==> src/hdl/rrq_pkg.sv <==
// Package: shared types and constants for the round-robin run queue.
`timescale 1ns / 1ps

package rrq_pkg;

  localparam int MAX_THREADS = 64;
  localparam int SLOT_W      = 6;
  localparam int CNT_W       = 7;

  typedef logic [SLOT_W-1:0] slot_t;
  typedef logic [CNT_W-1:0]  cnt_t;

  typedef enum logic [1:0] {
    REQ_INSERT = 2'd0,
    REQ_REMOVE = 2'd1,
    REQ_SELECT = 2'd2,
    REQ_FREEZE = 2'd3
  } req_kind_t;

  typedef enum logic [2:0] {
    STS_OK            = 3'd0,
    STS_EMPTY         = 3'd1,
    STS_NOT_QUEUED    = 3'd2,
    STS_NONE_RUNNABLE = 3'd3,
    STS_ALREADY       = 3'd4
  } status_t;

  typedef enum logic [2:0] {
    S_IDLE,
    S_EXEC,
    S_REM_HEAD,
    S_REM_WALK,
    S_REM_LINK,
    S_SEL,
    S_HOLD
  } fsm_state_t;

  typedef struct packed {
    req_kind_t req_type;
    slot_t     thread_id;
    logic      frozen_value;
  } req_t;

  typedef struct packed {
    slot_t   selected_thread;
    logic    selected_valid;
    status_t status;
    cnt_t    queue_count;
  } rsp_t;

endpackage

==> src/hdl/round_robin_run_queue_unit.sv <==
// Round-robin run queue: linked FIFO of thread slots in a next-pointer memory.
`timescale 1ns / 1ps

// Keeps up to MAX_THREADS thread slots in a round-robin FIFO whose order lives
// in a 64-entry next-pointer memory (one synchronous read port, read data
// registered, one write port); head, tail, entry count and the per-slot
// queued and frozen flags are flip-flops cleared at reset, so the block is
// ready in the first cycle after reset with no clearing pass. One request is
// processed at a time. Insert, set frozen, and requests that fail pass from
// acceptance through S_EXEC and S_HOLD to a result in the output register;
// remove of the head adds S_REM_HEAD for the read of its successor link.
// Select next adds S_SEL, which moves N threads from head to tail (one per
// cycle, limited by the dependent read of the link memory); when every
// queued thread is frozen N is the queue length, at most 64. Remove of a
// thread further back adds S_REM_WALK, where the predecessor search walks
// the links one per cycle, then S_REM_LINK unless the thread is the tail.
// A finished result waits in the output register while the next request is
// accepted and run, but that request waits in S_HOLD while the output stalls.
// A select that finds every queued thread frozen does one full pass, leaves
// the order as it was and reports none runnable.
module round_robin_run_queue_unit (
  input  logic          clk,
  input  logic          rst,
  input  logic          req_valid,
  output logic          req_stall,
  input  rrq_pkg::req_t req,
  output logic          rsp_valid,
  input  logic          rsp_stall,
  output rrq_pkg::rsp_t rsp
);
  import rrq_pkg::*;

  // Control state
  fsm_state_t             state, state_next;
  slot_t                  head, head_next;
  slot_t                  tail, tail_next;
  cnt_t                   count, count_next;
  logic [MAX_THREADS-1:0] queued, queued_next;
  logic [MAX_THREADS-1:0] frozen, frozen_next;
  cnt_t                   steps, steps_next;
  logic                   out_valid, out_valid_next;

  // Payload registers
  req_t    cur, cur_next;
  slot_t   walk_p, walk_p_next;
  slot_t   res_sel, res_sel_next;
  logic    res_valid, res_valid_next;
  status_t res_status, res_status_next;
  rsp_t    out_data, out_data_next;

  // Link memory and its ports
  slot_t link_mem [MAX_THREADS];
  slot_t link_rd;
  slot_t rd_addr;
  logic  we;
  slot_t wr_addr;
  slot_t wr_data;
  logic  fwd_hit;
  slot_t fwd_data;
  slot_t link_q;
  logic  out_free;

  // Read-before-write memory; a write to the address read in the same cycle
  // is forwarded on the following cycle.
  always_ff @(posedge clk) begin
    if (we) begin
      link_mem[wr_addr] <= wr_data;
    end
    link_rd  <= link_mem[rd_addr];
    fwd_data <= wr_data;
  end

  assign link_q   = fwd_hit ? fwd_data : link_rd;
  assign out_free = !out_valid || !rsp_stall;

  assign req_stall = (state != S_IDLE);
  assign rsp_valid = out_valid;
  assign rsp       = out_data;

  always_ff @(posedge clk) begin
    if (rst) begin
      state     <= S_IDLE;
      head      <= '0;
      tail      <= '0;
      count     <= '0;
      queued    <= '0;
      frozen    <= '0;
      steps     <= '0;
      out_valid <= 1'b0;
      fwd_hit   <= 1'b0;
    end else begin
      state     <= state_next;
      head      <= head_next;
      tail      <= tail_next;
      count     <= count_next;
      queued    <= queued_next;
      frozen    <= frozen_next;
      steps     <= steps_next;
      out_valid <= out_valid_next;
      fwd_hit   <= we && (wr_addr == rd_addr);
    end
  end

  always_ff @(posedge clk) begin
    cur        <= cur_next;
    walk_p     <= walk_p_next;
    res_sel    <= res_sel_next;
    res_valid  <= res_valid_next;
    res_status <= res_status_next;
    out_data   <= out_data_next;
  end

  always_comb begin
    state_next      = state;
    head_next       = head;
    tail_next       = tail;
    count_next      = count;
    queued_next     = queued;
    frozen_next     = frozen;
    steps_next      = steps;
    cur_next        = cur;
    walk_p_next     = walk_p;
    res_sel_next    = res_sel;
    res_valid_next  = res_valid;
    res_status_next = res_status;
    out_data_next   = out_data;
    out_valid_next  = out_valid && rsp_stall;
    rd_addr         = head;
    we              = 1'b0;
    wr_addr         = tail;
    wr_data         = head;

    case (state)
      S_IDLE: begin
        if (req_valid) begin
          cur_next   = req;
          state_next = S_EXEC;
        end
      end

      S_EXEC: begin
        res_sel_next    = '0;
        res_valid_next  = 1'b0;
        res_status_next = STS_OK;
        state_next      = S_HOLD;
        case (cur.req_type)
          REQ_INSERT: begin
            if (queued[cur.thread_id]) begin
              res_status_next = STS_ALREADY;
            end else begin
              if (count == '0) begin
                head_next = cur.thread_id;
              end else begin
                we      = 1'b1;
                wr_addr = tail;
                wr_data = cur.thread_id;
              end
              tail_next                   = cur.thread_id;
              queued_next[cur.thread_id]  = 1'b1;
              count_next                  = count + cnt_t'(1);
            end
          end
          REQ_REMOVE: begin
            if (!queued[cur.thread_id]) begin
              res_status_next = STS_NOT_QUEUED;
            end else if (count == cnt_t'(1)) begin
              head_next                  = '0;
              tail_next                  = '0;
              queued_next[cur.thread_id] = 1'b0;
              count_next                 = count - cnt_t'(1);
            end else if (head == cur.thread_id) begin
              rd_addr    = cur.thread_id;
              state_next = S_REM_HEAD;
            end else begin
              rd_addr     = head;
              walk_p_next = head;
              state_next  = S_REM_WALK;
            end
          end
          REQ_SELECT: begin
            if (count == '0) begin
              res_status_next = STS_EMPTY;
            end else if (count == cnt_t'(1)) begin
              // single thread: rotation changes nothing
              if (frozen[head]) begin
                res_status_next = STS_NONE_RUNNABLE;
              end else begin
                res_sel_next   = head;
                res_valid_next = 1'b1;
              end
            end else begin
              rd_addr    = head;
              steps_next = '0;
              state_next = S_SEL;
            end
          end
          REQ_FREEZE: begin
            frozen_next[cur.thread_id] = cur.frozen_value;
          end
          default: begin
            res_status_next = STS_NOT_QUEUED;
          end
        endcase
      end

      S_REM_HEAD: begin
        head_next                  = link_q;
        queued_next[cur.thread_id] = 1'b0;
        count_next                 = count - cnt_t'(1);
        state_next                 = S_HOLD;
      end

      S_REM_WALK: begin
        // link_q is the successor of walk_p
        if (link_q == cur.thread_id) begin
          if (tail == cur.thread_id) begin
            tail_next                  = walk_p;
            queued_next[cur.thread_id] = 1'b0;
            count_next                 = count - cnt_t'(1);
            state_next                 = S_HOLD;
          end else begin
            rd_addr    = cur.thread_id;
            state_next = S_REM_LINK;
          end
        end else begin
          walk_p_next = link_q;
          rd_addr     = link_q;
        end
      end

      S_REM_LINK: begin
        we                         = 1'b1;
        wr_addr                    = walk_p;
        wr_data                    = link_q;
        queued_next[cur.thread_id] = 1'b0;
        count_next                 = count - cnt_t'(1);
        state_next                 = S_HOLD;
      end

      S_SEL: begin
        // move head to tail; link_q is the successor of head
        we         = 1'b1;
        wr_addr    = tail;
        wr_data    = head;
        tail_next  = head;
        head_next  = link_q;
        rd_addr    = link_q;
        steps_next = steps + cnt_t'(1);
        if (!frozen[head]) begin
          res_sel_next   = head;
          res_valid_next = 1'b1;
          state_next     = S_HOLD;
        end else if (steps + cnt_t'(1) == count) begin
          // full pass, order is back where it started
          res_status_next = STS_NONE_RUNNABLE;
          state_next      = S_HOLD;
        end
      end

      S_HOLD: begin
        if (out_free) begin
          out_data_next.selected_thread = res_sel;
          out_data_next.selected_valid  = res_valid;
          out_data_next.status          = res_status;
          out_data_next.queue_count     = count;
          out_valid_next                = 1'b1;
          state_next                    = S_IDLE;
        end
      end

      default: begin
        state_next = S_IDLE;
      end
    endcase
  end

`ifndef NO_ASSERTIONS
  a_count_matches_flags: assert property (@(posedge clk) disable iff (rst)
    $countones(queued) == int'(count))
    else $error("entry count disagrees with queued flags");

  a_ends_queued: assert property (@(posedge clk) disable iff (rst)
    (count != '0) |-> (queued[head] && queued[tail]))
    else $error("head or tail slot not queued");

  a_single_entry: assert property (@(posedge clk) disable iff (rst)
    (count == cnt_t'(1)) |-> (head == tail))
    else $error("single-entry queue with head different from tail");

  a_sel_bound: assert property (@(posedge clk) disable iff (rst)
    (state == S_SEL) |-> (steps < count))
    else $error("select rotation ran past one full pass");

  a_accept_exec: assert property (@(posedge clk) disable iff (rst)
    (req_valid && !req_stall) |=> (state == S_EXEC))
    else $error("accepted transaction not executed");
`endif

endmodule
==> config.mk <==
export PLATFORM = sky130hd
export DESIGN_NAME = round_robin_run_queue_unit
export DESIGN_NICKNAME = d
export VERILOG_FILES = /design/src/hdl/rrq_pkg.sv /design/src/hdl/round_robin_run_queue_unit.sv
export SDC_FILE = /design/constraint.sdc
export NUM_CORES = 1
export LEC_CHECK = 0
export BUFFER_PORTS_ARGS = -buffer_cell sky130_fd_sc_hd__buf_2
export CAP_MARGIN = 30
export CORE_UTILIZATION = 30
export CTS_BUF_LIST = sky130_fd_sc_hd__clkbuf_2 sky130_fd_sc_hd__clkbuf_4 sky130_fd_sc_hd__clkbuf_8
export CTS_CLUSTER_DIAMETER = 50
export DETAILED_ROUTE_END_ITERATION = 10
export PLACE_DENSITY = 0.44
export SYNTH_ARGS = -nofsm -noshare
export SYNTH_HDL_FRONTEND = slang
export SYNTH_SLANG_ARGS = --single-unit
==> constraint.sdc <==
create_clock -name clk -period 4.98 [get_ports clk]
set_input_delay 0.747 -clock clk [delete_from_list [all_inputs] [get_ports clk]]
set_output_delay 0.747 -clock clk [all_outputs]
set_load 0.03 [all_outputs]
### After elaboration in Yosys (flattened, before gate mapping)

Memories as Yosys holds them, arrays and structs flattened. A register that Yosys moved wholly into a read port is not among the register bits.
Cells that the tools add are included.

| storage, ports and cells | value |
|---|---|
| latch bits | 0 |
| memories kept | 1 |
| output and inout bits | 19 |
| bits in writable memories | 384 |
| register bits after elaboration | 207 |
| ROM bits | 0 |

| operators by class | value |
|---|---|
| $add $sub $neg | 3 |
| equal/unequal tests | 35 |
| multiply operators | 0 |
| bitwise logic cells | 3 |
| magnitude comparators | 3 |
| divide/modulo/power cells | 0 |
| multiplexer cells | 97 |
| reduce and logical (&&, ||, !) cells | 29 |
| shift operators | 0 |

Memories:

| memory | depth | width | read ports | clocked after Yosys merged registers in | wr ports | line | source |
|---|---|---|---|---|---|---|---|
| link_mem | 64 | 6 | 1 | 1 | 1 | round_robin_run_queue_unit.sv:52 | `slot_t link_mem [MAX_THREADS];` |

Operator list:

| kind | count |
|---|---|
| two-way mux 64 bit | 5 |
| one-hot mux 64 bit (3 select lines) | 1 |
| two-way mux 6 bit | 28 |
| one-hot mux 64 bit (2 select lines) | 1 |
| one-hot mux 6 bit (2 select lines) | 6 |
| bitwise AND 64 bit | 1 |
| bitwise mux 64 bit | 1 |
| NOT 64 bit | 1 |
| bitwise OR 64 bit | 1 |
| two-way mux 7 bit | 8 |
| one-hot mux 6 bit (3 select lines) | 2 |
| two-way mux 3 bit | 10 |
| one-hot mux 7 bit (2 select lines) | 2 |
| inequality test 2 bit, second input constant | 13 |
| equality test 6 bit | 4 |
| one-hot mux 7 bit (3 select lines) | 1 |
| one-hot mux 3 bit (6 select lines) | 1 |
| two-way mux 1 bit | 16 |
| inequality test 3 bit, second input constant | 5 |
| adder 7 x 1 -> 7 bit, second input constant | 2 |
| < comparator 6 x 7 -> 1 bit, second input constant | 2 |
| two-way mux 2 bit | 7 |
| AND reduction 7 bit | 2 |
| binary-select mux 1 bit (select 6 bit) | 2 |
| other kinds (28) | 48 |

### Longest topological paths before layout

| logic depth | value |
|---|---|
| depth after elaboration | 10 |
| depth in mapped cells | 19 |

### Least setup slack after synthesis

OpenSTA, ideal clock, no wires.

| timing path | value |
|---|---|
| path kind | flip-flop to flip-flop |
| start point | register cur[1] in the netlist's numbering |
| end point | memory link_mem[34][0] in the netlist's numbering, enable pin |
| cell stages (with the launch flop) | 17 |
| slack | 1.426 ns |
| buffers on the path | 4 |
| data arrival time | 3.204 ns |
| required time | 4.630 ns |
| period minus slack after synthesis | 3.554 ns |
| library setup time | 0.350 ns |
| cells stage by stage | edfxtp_1 > buf_2 > buf_6 > buf_4 > mux2i_1 > nand2_1 > nand3_1 > nand4_1 > nor2_1 > nand2_1 > nor3_1 > or2_2 > buf_2 > inv_1 > nor2_1 > nand3_1 > nor2_1 |

| on the way | value |
|---|---|
| longest elaborated chain between the ends | 7 |

RTL lines:

| item | line | source |
|---|---|---|
| start: declaration | round_robin_run_queue_unit.sv:44 | `req_t cur, cur_next;` |
| start signal: assignment | round_robin_run_queue_unit.sv:105 | `cur <= cur_next;` |
| binary-select mux 1 bit (select 6 bit) | round_robin_run_queue_unit.sv:148 | `if (queued[cur.thread_id]) begin` |
| two-way mux 1 bit (implied by the code) | round_robin_run_queue_unit.sv:148 |  |
| two-way mux 1 bit | round_robin_run_queue_unit.sv:148 |  |
| two-way mux 1 bit | round_robin_run_queue_unit.sv:146 | `case (cur.req_type)` |
| one-hot mux 1 bit (2 select lines) | round_robin_run_queue_unit.sv:133 | `case (state)` |
| two-way mux 1 bit | round_robin_run_queue_unit.sv:66 | `if (we) begin` |
| two-way mux 1 bit (implied by the code) | round_robin_run_queue_unit.sv:67 | `link_mem[wr_addr] <= wr_data;` |
| end: declaration | round_robin_run_queue_unit.sv:52 |  |

No other way between the ends. The select of a mux whose other input is x is not followed.

### Worst setup path after layout

| timing path | value |
|---|---|
| start point | register cur[5] in the netlist's numbering |
| end point | register link_rd[1], read port of link_mem |

| on the way | value |
|---|---|
| longest elaborated chain between the ends | 6 |
| elaborated cells between the ends (all ways) | 12 |
| those cells by class | eq/ne (3); mux (9) |

RTL lines:

| item | line | source |
|---|---|---|
| branches (longest 5 deep; another with binary-select mux 1 bit (select 6 bit)) | -- |  |
| one-hot mux 6 bit (3 select lines) * | round_robin_run_queue_unit.sv:133 |  |
| end: declaration | round_robin_run_queue_unit.sv:53 | `slot_t link_rd;` |

Mark *: on every way between the ends. The select of a mux whose other input is x is not followed.
A chain may end at the register's enable or synchronous reset.

==> results.md <==
Outcome:
- The run finished with clean final reports.

STA:
- The number of max-slew violations in the final report is 0.
- Setup repair after global routing left no endpoint under its margin.
- The worst-case hold slack is just under 0.2 ns.
- The worst pin sits at a relative slew slack of 0.366.
- The final worst-path cycle share is 0.946.
- Adding up every negative setup slack in the final design gives 0 ns.
- The final hold violation count is 0.
- On the final layout, the worst clock skew is 0.0419 ns.
- The final worst setup slack is approximately 0.27 ns.
- Timing would allow up to roughly 210 MHz.
- For the pin with the worst max-slew slack, the measured transition is 0.951 ns.
- The minimum period implied by the final worst setup slack is 4.71 ns.
- Setup violations remaining at the end of the flow were counted as 0.

Synth:
- The share of synthesized area in the top cell type comes to 0.486.
- During synthesis, Yosys emitted a total of 0 warnings.
- Yosys mapped a number of flops with a built-in enable equal to roughly 430.
- The number of nets in the synthesized netlist is 2,233.
- The synthesized netlist contains 77 unique library cells.
- The largest area contributor in the netlist is sky130_fd_sc_hd__edfxtp_1.
- The instance count of the mapped netlist is approximately 2,200.
- Yosys attributes the largest share of cell area to sky130_fd_sc_hd__edfxtp_1 49%, sky130_fd_sc_hd__dfxtp_1 13%, sky130_fd_sc_hd__mux2i_1 4.2%.
- After synthesis, the mean cell area works out to around 12 um2.
- Synthesis inferred ~600 register bits.
- After synthesis, the share of flip-flops with an asynchronous set or reset is 0.
- In the synthesized netlist the dominant register cell turns out to be sky130_fd_sc_hd__edfxtp_1.
- The share of the Yosys chip area taken by registers is 0.617.
- The post-synthesis cell area is 26,300 um2.

Routing:
- In the routed design, unresolved DRC markers number 0.
- The mean number of vias per cell is 5.23.
- Once detail routing completed, the nets flagged for antenna violations numbered 0.
- For this run, the detailed router's first-pass iteration total came to 6.
- For this block, the initial DRC count from the detailed router was 1,572.
- The routed wire length is approximately 80,000 um.
- The total number of vias is between 15,000 and 20,000.
- Dividing the detail-routed wire length by the instance count gives 22.7 um.

CTS:
- Counting the buffers created by CTS gives 106.
- The number of levels in the clock H-tree is 3.
- The library cell used as clock root buffer is sky130_fd_sc_hd__clkbuf_8.
- CTS saw 597 sinks.
- At the later pin of the worst-skew pair, clock insertion delay measures 0.75 ns.
- The clock-pin slew of the registers on the worst-case setup and hold paths is around 0.07 ns.
- No sink is reached through more buffers than the 3 on the longest clock path.
- TritonCTS built the clock tree.

Worst setup path:
- The slowest cell on the critical path is sky130_fd_sc_hd__a2111oi_0.
- The type of element capturing the critical path is a flop.
- Walking the worst path, the cells encountered are or3b_1 > a21oi_1 > nand3_1 > and4_1 > a2111oi_0 > o211ai_1 > o21a_4 > buf_4 > a211oi_1 > a211oi_1 > or3_1 > o32ai_1 > nor4_1.
- The data arrival time of the worst path is 5.32 ns.
- The largest stage delay on the critical path is 0.74 ns.
- The required time reported for the critical path endpoint is 5.59 ns.
- The worst flop-to-flop path startpoint is cur[5].
- In this run the worst setup path begins at cur[5].
- In this run the worst path has a maximum fanout of 34.
- STA classifies the critical path startpoint as a flop.
- The dominant cell type by count on the critical path is sky130_fd_sc_hd__a211oi_1.
- The critical path in this run is classified as reg2reg.

Cells and area:
- The share of final-layout standard cells stronger than drive strength 1 is 0.164.
- The area growth from synthesis to layout is 14.3%.
- The number of nets in the layout is roughly 2,300.
- The library cells used most frequently in the layout, excluding fill and tap cells, are 426 x sky130_fd_sc_hd__edfxtp_1, 229 x sky130_fd_sc_hd__nand2_1, 171 x sky130_fd_sc_hd__dfxtp_1.
- Leaving out fill and tap cells, the most frequent cell in the layout is sky130_fd_sc_hd__edfxtp_1.

Floorplanning:
- The boundary pin count is 32.
- Measured along the x axis, the die boundary spans around 300 um.
- After floorplanning, the core was divided into 108 placement rows.
- The area of the core is around 87,000 um2.
- The overall die area is 88,900 um2.
- The overall die height is approximately 300 um.
- The initial core utilization is 0.303.

GRT:
- The global router's overall resource usage is 0.177.
- The global-route wire length before repair is approximately 120,000 um.
- The number of antenna violations at the first check in global routing came to 3.
- The final global-route overflow total is 0.
- The number of global-route vias before repair was about 18,000.
- Entering global routing, the biggest net connects 79 pins.

Place:
- The HPWL after detailed placement is 50,600 um.
- The number of buffers inserted by port buffering is 31.
- Routability-driven placement finished with a final weighted congestion of between 0.8 and 0.9.
- OpenSTA, run right after detailed placement, puts the worst setup slack at -0.00229 ns.

Power:
- The peak supply drop is between 0.3 and 0.4 mV.
- In this run the static leakage power is ~0.0098 uW.
- In this run the power density over the cells is a little over 600 nW/um2.
- The design draws between 15,000 and 20,000 uW.

Min path:
- The kind of path behind the tightest hold check is in2reg.
- The worst min-delay path startpoint is req[1].

Flow run:
- Across the run, the number of max-cap violations was 0.
metal layers:
metal  global-route usage  vias up  part of all wire
li1                     -     8513                 -
met1                0.243     9280              0.46
met2                0.283      491              0.47
met3               0.0292      102             0.049
met4               0.0560        2             0.020
met5                    0        -           0.00014
metrics by stage:
stage / utilization / cell area (um2) / std cells
finish: 0.347 / 30100 / 3515
global route: 0.347 / 30100 / 3515
CTS: 0.346 / 30000 / 3509
detailed placement: 0.321 / 27800 / 3317
global placement: 0.321 / 27800 / 3317
floorplan: - / 26300 / 2211
cell families after synthesis:
group	Yosys count	share of synthesized area
fa+ha+maj	9	0.00428
simple gates	676	0.122
xor+xnor	36	0.0120
buf+inv	178	0.0348
flops	597	0.617
compound gates	553	0.136
mux	162	0.0739
synthesized netlist by cell type, types with 12 or more instances:
cell type                    n
sky130_fd_sc_hd__mux2i_1   110
sky130_fd_sc_hd__xor2_1     12
sky130_fd_sc_hd__buf_4      18
sky130_fd_sc_hd__or3_1      19
sky130_fd_sc_hd__nor2_1    151
sky130_fd_sc_hd__dfxtp_1   171
sky130_fd_sc_hd__clkbuf_1   86
sky130_fd_sc_hd__a22oi_1    16
sky130_fd_sc_hd__and2_1     62
sky130_fd_sc_hd__nand3_1   109
sky130_fd_sc_hd__a211oi_1  145
sky130_fd_sc_hd__edfxtp_1  426
sky130_fd_sc_hd__a21oi_1   166
sky130_fd_sc_hd__nand2_1   229
sky130_fd_sc_hd__o21ai_0    89
sky130_fd_sc_hd__buf_2      41
sky130_fd_sc_hd__o211ai_1   16
sky130_fd_sc_hd__o22ai_1    13
sky130_fd_sc_hd__xnor2_1    24
sky130_fd_sc_hd__a311oi_1   26
sky130_fd_sc_hd__mux2_2     25
sky130_fd_sc_hd__a31oi_1    22
sky130_fd_sc_hd__inv_1      12
sky130_fd_sc_hd__nor3_1     13
sky130_fd_sc_hd__mux4_2     21
sky130_fd_sc_hd__buf_6      17
critical path: cells and delay by family, from the launching register on:
kind,cells,cell delay (ns)
flops,1,0.56
compound gates,7,2.22
buf+inv,1,0.31
simple gates,5,1.47
report_power, final:
part,internal (uW),switching [uW],total [uW]
clock,2660,2070,4740
combinational,2200,4950,7160
sequential,6230,267,6500
total,11100,7290,18400
layout make-up:
class | count | area, um2
Antenna cell | 1 | 2.50
Clock buffer | 152 | 1820
Clock inverter | 40 | 378
Fill cell | 8611 | 56700
Inverter | 12 | 45.0
Multi-Input combinational cell | 1436 | 9240
Sequential cell | 597 | 16200
Tap cell | 1155 | 1450
Timing Repair Buffer | 122 | 928
path summary, 6_finish.rpt:
| check | to | slack (ns) | cells past startpoint |
|---|---|---|---|
| max | link_rd[1] | 0.27 | 13 |
| min reg2reg | rsp[10] | 0.43 | 0 |
| max reg2reg | link_rd[1] | 0.27 | 13 |
| min | cur[1] | 0.20 | 1 |
what timing repair did:
| item | in CTS | in global routing |
|---|---|---|
| buffers inserted | 0 | 4 |
| gates resized for setup | 0 | 1 |
| endpoints found under the setup margin | 0 | 5 |
| hold buffers | 0 | 0 |
Power figures use the tool's default switching activity.
